`src/hw/rtl/tlsm_pkg.sv`:
```
// shared types and constants of the text line substring matcher
package tlsm_pkg;

  localparam int QUERY_MAX_DEF = 32;
  localparam int LINE_MAX_DEF  = 4096;
  localparam int ROW_MAX_DEF   = 65536;

  localparam int BYTE_W     = 8;
  localparam int COL_W      = 12;
  localparam int ROW_W      = 16;
  localparam int TOTAL_W    = 24;
  localparam int QLEN_W     = 6;
  localparam int CFG_IDX_W  = 3;
  localparam int CFG_DATA_W = 64;
  localparam int QUERY_W    = 4 * CFG_DATA_W;

  localparam logic [TOTAL_W-1:0] TOTAL_LIM = {TOTAL_W{1'b1}};

  typedef enum logic [CFG_IDX_W-1:0] {
    CFG_QUERY_0   = 3'd0,
    CFG_QUERY_1   = 3'd1,
    CFG_QUERY_2   = 3'd2,
    CFG_QUERY_3   = 3'd3,
    CFG_QUERY_LEN = 3'd4
  } cfg_reg_t;

  typedef struct packed {
    logic [BYTE_W-1:0] text_byte;
    logic              is_line_break;
    logic              new_document;
  } in_word_t;

  typedef struct packed {
    logic               match_found;
    logic [ROW_W-1:0]   match_row;
    logic [COL_W-1:0]   match_column;
    logic [TOTAL_W-1:0] match_total;
  } out_word_t;

endpackage

```
`src/hw/rtl/tlsm_cell.sv`:
```
// one window cell: holds a byte, passes it on and compares it with its query byte
module tlsm_cell (
  input  logic       clk,
  input  logic       rst_n,
  input  logic       step,
  input  logic       clr,
  input  logic [7:0] shift_in,
  input  logic [7:0] query_byte,
  output logic [7:0] byte_q,
  output logic       hit
);

  logic [7:0] byte_r;
  logic [7:0] byte_nxt;

  assign byte_nxt = clr ? 8'd0 : shift_in;
  // compare against the value the window holds once this word is in
  assign hit      = (byte_nxt == query_byte);
  assign byte_q   = byte_r;

  always_ff @(posedge clk) begin
    if (!rst_n) begin
      byte_r <= 8'd0;
    end else if (step) begin
      byte_r <= byte_nxt;
    end
  end

endmodule

```
`src/hw/rtl/text_line_substring_matcher.sv`:
```
// text line substring matcher: a row of byte cells compared in parallel with the query
// the result of an accepted word is registered in the output register
// throughput: one word per cycle while out_stall does not hold a pending result; every cell compares
// at once and the output register takes a new result while the previous one is being taken
// reset (rst_n low, synchronous): query, window, column, row and match count cleared
module text_line_substring_matcher #(
  parameter int QUERY_MAX = tlsm_pkg::QUERY_MAX_DEF,
  parameter int LINE_MAX  = tlsm_pkg::LINE_MAX_DEF,
  parameter int ROW_MAX   = tlsm_pkg::ROW_MAX_DEF
) (
  input  logic                                 clk,
  input  logic                                 rst_n,
  input  logic                                 in_valid,
  output logic                                 in_stall,
  input  tlsm_pkg::in_word_t                   in_data,
  output logic                                 out_valid,
  input  logic                                 out_stall,
  output tlsm_pkg::out_word_t                  out_data,
  input  logic                                 cfg_we,
  input  logic [tlsm_pkg::CFG_IDX_W-1:0]       cfg_index,
  input  logic [tlsm_pkg::CFG_DATA_W-1:0]      cfg_data
);

  import tlsm_pkg::*;

  localparam logic [COL_W-1:0] COL_LIM =
    (LINE_MAX - 1 > 4095) ? {COL_W{1'b1}} : COL_W'(LINE_MAX - 1);
  localparam logic [ROW_W-1:0] ROW_LIM =
    (ROW_MAX - 1 > 65535) ? {ROW_W{1'b1}} : ROW_W'(ROW_MAX - 1);

  logic [CFG_DATA_W-1:0] query_r [4];
  logic [QLEN_W-1:0]     qlen_r;
  logic [COL_W-1:0]      col_r, col_nxt, col_cur;
  logic [ROW_W-1:0]      row_r, row_nxt, row_cur;
  logic [TOTAL_W-1:0]    total_r, total_nxt, total_cur;
  logic                  out_valid_r;
  out_word_t             out_r, out_nxt;

  logic [QUERY_W-1:0]    query_vec;
  logic [7:0]            win [QUERY_MAX];
  logic [QUERY_MAX-1:0]  hits;
  logic [QUERY_MAX-1:0]  mask;
  logic                  in_acc;
  logic                  fresh, brk;
  logic                  qok, found;

  assign in_stall  = out_valid_r && out_stall;
  assign in_acc    = in_valid && !in_stall;
  assign out_valid = out_valid_r;
  assign out_data  = out_r;

  assign fresh     = in_data.new_document;
  assign brk       = in_data.is_line_break;
  assign query_vec = {query_r[3], query_r[2], query_r[1], query_r[0]};

  // new document clears line and count before the word itself
  assign col_cur   = fresh ? '0 : col_r;
  assign row_cur   = fresh ? '0 : row_r;
  assign total_cur = fresh ? '0 : total_r;

  genvar j;
  generate
    for (j = 0; j < QUERY_MAX; j++) begin : g_cell
      logic [7:0]        shift_in;
      logic [QLEN_W-1:0] qidx;
      logic [7:0]        qbyte;

      if (j == 0) begin : g_head
        assign shift_in = in_data.text_byte;
      end else begin : g_body
        assign shift_in = fresh ? 8'd0 : win[j-1];
      end

      // cell j lines up with query byte qlen-1-j
      assign qidx    = qlen_r - QLEN_W'(1) - QLEN_W'(j);
      assign qbyte   = query_vec[{qidx[4:0], 3'b000} +: 8];
      assign mask[j] = (QLEN_W'(j) < qlen_r);

      tlsm_cell u_cell (
        .clk        (clk),
        .rst_n      (rst_n),
        .step       (in_acc),
        .clr        (brk),
        .shift_in   (shift_in),
        .query_byte (qbyte),
        .byte_q     (win[j]),
        .hit        (hits[j])
      );
    end
  endgenerate

  always_comb begin
    qok = (qlen_r != '0) && (qlen_r <= QLEN_W'(QUERY_MAX)) &&
          (({1'b0, col_cur} + (COL_W+1)'(1)) >= (COL_W+1)'(qlen_r));
    found = !brk && qok && (&(hits | ~mask));

    total_nxt = total_cur;
    if (found && total_cur != TOTAL_LIM) begin
      total_nxt = total_cur + TOTAL_W'(1);
    end

    row_nxt = row_cur;
    col_nxt = col_cur;
    if (brk) begin
      col_nxt = '0;
      if (row_cur < ROW_LIM) begin
        row_nxt = row_cur + ROW_W'(1);
      end
    end else if (col_cur < COL_LIM) begin
      col_nxt = col_cur + COL_W'(1);
    end

    out_nxt.match_found  = found;
    out_nxt.match_row    = found ? row_cur : '0;
    out_nxt.match_column = found ? (col_cur + COL_W'(1) - COL_W'(qlen_r)) : '0;
    out_nxt.match_total  = total_nxt;
  end

  always_ff @(posedge clk) begin
    if (!rst_n) begin
      col_r       <= '0;
      row_r       <= '0;
      total_r     <= '0;
      out_valid_r <= 1'b0;
    end else begin
      if (in_acc) begin
        col_r   <= col_nxt;
        row_r   <= row_nxt;
        total_r <= total_nxt;
      end
      if (in_acc) begin
        out_valid_r <= 1'b1;
      end else if (!out_stall) begin
        out_valid_r <= 1'b0;
      end
    end
  end

  always_ff @(posedge clk) begin
    if (in_acc) begin
      out_r <= out_nxt;
    end
  end

  always_ff @(posedge clk) begin
    if (!rst_n) begin
      query_r[0] <= '0;
      query_r[1] <= '0;
      query_r[2] <= '0;
      query_r[3] <= '0;
      qlen_r     <= '0;
    end else if (cfg_we) begin
      case (cfg_reg_t'(cfg_index))
        CFG_QUERY_0:   query_r[0] <= cfg_data;
        CFG_QUERY_1:   query_r[1] <= cfg_data;
        CFG_QUERY_2:   query_r[2] <= cfg_data;
        CFG_QUERY_3:   query_r[3] <= cfg_data;
        CFG_QUERY_LEN: qlen_r     <= cfg_data[QLEN_W-1:0];
        default: begin
        end
      endcase
    end
  end

endmodule
```
`config.mk`:
```
export PLATFORM = sky130hd
export DESIGN_NAME = text_line_substring_matcher
export DESIGN_NICKNAME = d
export VERILOG_FILES = /design/src/hw/rtl/tlsm_pkg.sv /design/src/hw/rtl/tlsm_cell.sv /design/src/hw/rtl/text_line_substring_matcher.sv
export SDC_FILE = /design/constraint.sdc
export NUM_CORES = 2
export LEC_CHECK = 0
export BUFFER_PORTS_ARGS = -buffer_cell sky130_fd_sc_hd__buf_2
export CORE_MARGIN = 8
export CORE_UTILIZATION = 35
export DETAILED_ROUTE_END_ITERATION = 10
export HOLD_SLACK_MARGIN = 0.05
export SYNTH_ARGS = -nofsm -noshare
export SYNTH_HDL_FRONTEND = slang
export SYNTH_SLANG_ARGS = --single-unit
```
`constraint.sdc`:
```
create_clock -name clk -period 8.6 [get_ports clk]
set_input_delay 0.86 -clock clk [delete_from_list [all_inputs] [get_ports clk]]
set_output_delay 0.86 -clock clk [all_outputs]
set_load 0.05 [all_outputs]
```
==> flow_summary.json <==
{
  "worstSetupStartpointType": "flop",
  "min_period_ns": 7.86,
  "status": "finished, final reports clean",
  "worstPathMaxFanout": 39,
  "required_ns": 9.04,
  "placed_cell_area_mm2": 0.0534,
  "worstHoldPathType": "in2reg",
  "dp_hpwl_um": 199000,
  "fin_nets": 5724,
  "synth_edf_count": 309,
  "crit_slowest_cell": "ha_4",
  "synth_area_leaders": "edfxtp_1 (18%), mux4_2 (12%), dfxtp_1 (12%)",
  "synth_area_mm2": 0.0505,
  "ys.flop_type": "edfxtp_1",
  "pre_cts_ws_ns": 0.883,
  "r2r_start": "qlen_r[0]$_SDFFE_PN0P_",
  "gp_congestion": 1.09,
  "die-area_mm2": 0.157,
  "timing.fmax_ghz": 0.127,
  "grt_pass1_vias": 44200,
  "grt_max_degree": 172,
  "drv_cap": 0,
  "static-leakage-power_nw": 18.9,
  "yosys.area.top_type": "edfxtp_1",
  "post_cts_buffers": 0,
  "yosys-top-cells-count": "nand2_1 (623), a21oi_1 (422), nor2_1 (376), nand3_1 (370), mux2i_1 (325)",
  "drc_errors": 0,
  "layout.cells.non_filler": 7597,
  "die_height_um": 396,
  "p_sw_mw": 3.71,
  "combPwrFrac_pct": 33.0,
  "overflow": 0,
  "crit_type": "reg2reg",
  "rows": 139,
  "fill_cells": 14400,
  "io_pins": 137,
  "ys_seq_area_share_pct": 30.6,
  "ctsLongestPathBuffers": 3,
  "report.final.setup_viol": 0,
  "worst_pin_slew_ns": 1.38,
  "drtIter0Drc": 7663,
  "ys_seq_elements": 616,
  "path_clk_slew_ns": 0.06,
  "power_frac_seq_pct": 33.7,
  "crit_chain": "inv_4, ha_4, buf_4, mux4_2, nand2_1, nor4_1, nor4_2, o22ai_1, nor4_1, a21oi_1, nand4b_1, o32ai_1, a41oi_1, nor4_2, nand3_2, nor2_1, buf_4, a211o_1, o21ai_0",
  "synth.avg_cell_area_um2": 8.93,
  "antenna_found_initial": 18,
  "peakVddDrop_mv": 0.180,
  "die_x_um": 396,
  "fin_ws_ns": 0.736,
  "yosysMostFrequentCell": "nand2_1",
  "cp.arrival_ns": 8.30,
  "min_period_over_period_pct": 91.4,
  "total_power_mw": 9.77,
  "power_density_mw_per_mm2": 175,
  "areaGrowthSynthToFinish_pct": 10.7,
  "drt-wirelength-per-cell_um": 33.3,
  "end_kind": "flop",
  "cts-root-buf": "clkbuf_16",
  "rsz0062_at_grt": "false",
  "detail_route.wirelength_um": 253000,
  "cpPeakStageDelay_ns": 0.79,
  "holdCritStartpoint": "in_valid",
  "fin_setup_tns_ns": 0,
  "yosysTopAreaCellShare_pct": 18.4,
  "startpoint": "qlen_r[0]$_SDFFE_PN0P_",
  "grt_pass1_wl_um": 351000,
  "numCtsBuffers": 74,
  "hold_slack_ns": 0.408,
  "cts_tree": "done",
  "cts_sinks": 616,
  "drive_gt1_share_pct": 17.3,
  "drt_pass1_iterations": 9,
  "vias": 49400,
  "yosysWarnings": 0,
  "port_buffers": 136,
  "fin_area_mm2": 0.0559,
  "htree_levels": 3,
  "start_util_pct": 35.2,
  "p_int_mw": 6.06,
  "grt_usage_pct": 30.7,
  "slew_viol_final": 0,
  "ctsHoldBuffers": 0,
  "relSlewSlack_pct": 7.13,
  "fin_util_pct": 39.0,
  "skew_ns": 0.0258,
  "viasPerCell": 6.50,
  "core_area_mm2": 0.143,
  "power.share.switching_pct": 38.0,
  "ys_types": 116,
  "ys_async_sr_fraction_pct": 0,
  "clk_latency_ns": 0.71,
  "ant_nets": 0,
  "clkPwrFrac_pct": 33.3,
  "synthCells": 5651,
  "final-hold-violation-count": 0,
  "syn_nets": 5746,
  "cts_resized": 0,
  "dp.cells": 7456
}
## sequential cells by signal, summed over array words and instances (netlist names)
name and cells:
row_r 16, out_data 53, g_cell.u_cell.byte_q 248, total_r 24, query_r 256, col_r 12
qlen_r 6, out_valid 1
## metal layers
layer	vias to the layer above	track usage, %	share of wire [%]
met5	-	0	0
met3	565	7.29	10
met2	3012	44.6	42
li1	21300	-	-
met1	24500	41.2	41
met4	0	18.7	7.4
## cell usage in the layout, fill, tap and decap left out, types with 31 or more instances in the layout
| cell | Yosys | layout |
|---|---|---|
| a211oi_1 | 46 | 45 |
| a21oi_1 | 422 | 422 |
| a221oi_1 | 38 | 37 |
| a22oi_1 | 40 | 40 |
| a31oi_1 | 67 | 67 |
| and2_1 | 299 | 299 |
| and3_1 | 48 | 48 |
| buf_2 | 83 | 136 |
| buf_4 | 49 | 198 |
| clkbuf_16 | 0 | 74 |
| dfxtp_1 | 307 | 303 |
| edfxtp_1 | 309 | 309 |
| inv_1 | 144 | 143 |
| mux2_2 | 141 | 141 |
| mux2i_1 | 325 | 325 |
| mux4_2 | 277 | 277 |
| nand2_1 | 623 | 622 |
| nand2b_1 | 31 | 31 |
| nand3_1 | 370 | 370 |
| nand4_1 | 56 | 56 |
| nor2_1 | 376 | 370 |
| nor2b_1 | 39 | 39 |
| nor3_1 | 115 | 115 |
| nor4_1 | 31 | 31 |
| o211ai_1 | 43 | 43 |
| o21ai_0 | 249 | 247 |
| o22ai_1 | 74 | 74 |
| xnor2_1 | 116 | 112 |
| xor2_1 | 62 | 61 |
## cells by family after synthesis
group	Yosys count	share of synthesized area, %
compound gates	1330	17.2
xor+xnor	186	3.40
fa+ha+maj	13	0.337
mux	747	22.0
simple gates	2166	21.3
buf+inv	593	5.20
flops	616	30.6
## layout make-up
class                      instances  area, um2  area share, %
inverter                         150        581           1.04
timing repair buffer             345       2390           4.27
clock buffer                      87       1950           3.50
multi-input combinational       4442      32600           58.4
antenna                            6       15.0         0.0269
clock inverter                    48        520          0.931
tap                             1903       2380           4.26
sequential                       616      15400           27.6
## final timing paths
path / endpoint / slack, ns / cells past startpoint
min reg2reg: g_cell[9].u_cell.byte_q[2]$_SDFFE_PN0P_ / 0.46 / 2
min: out_valid$_SDFFE_PN0P_ / 0.41 / 2
max: out_data[10]$_DFFE_PP_ / 0.74 / 19
max reg2reg: out_data[10]$_DFFE_PP_ / 0.74 / 19
## power groups by stage
stage / registers [mW] / logic, mW / clock network [mW]
floorplan: 3.35 / 1.78 / 0
detailed placement: 3.35 / 3.08 / 0
global route: 3.30 / 3.28 / 3.42
finish: 3.30 / 3.22 / 3.25
global placement: 3.35 / 3.08 / 0
CTS: 3.29 / 3.09 / 3.31
## critical path, delay by kind of cell (launching register included)
family | cells | cell delay [ns]
mux | 1 | 0.70
fa+ha+maj | 1 | 0.79
buf+inv | 3 | 0.87
flops | 1 | 0.66
simple gates | 8 | 3.22
compound gates | 6 | 1.25
Power figures use the tool's default switching activity.
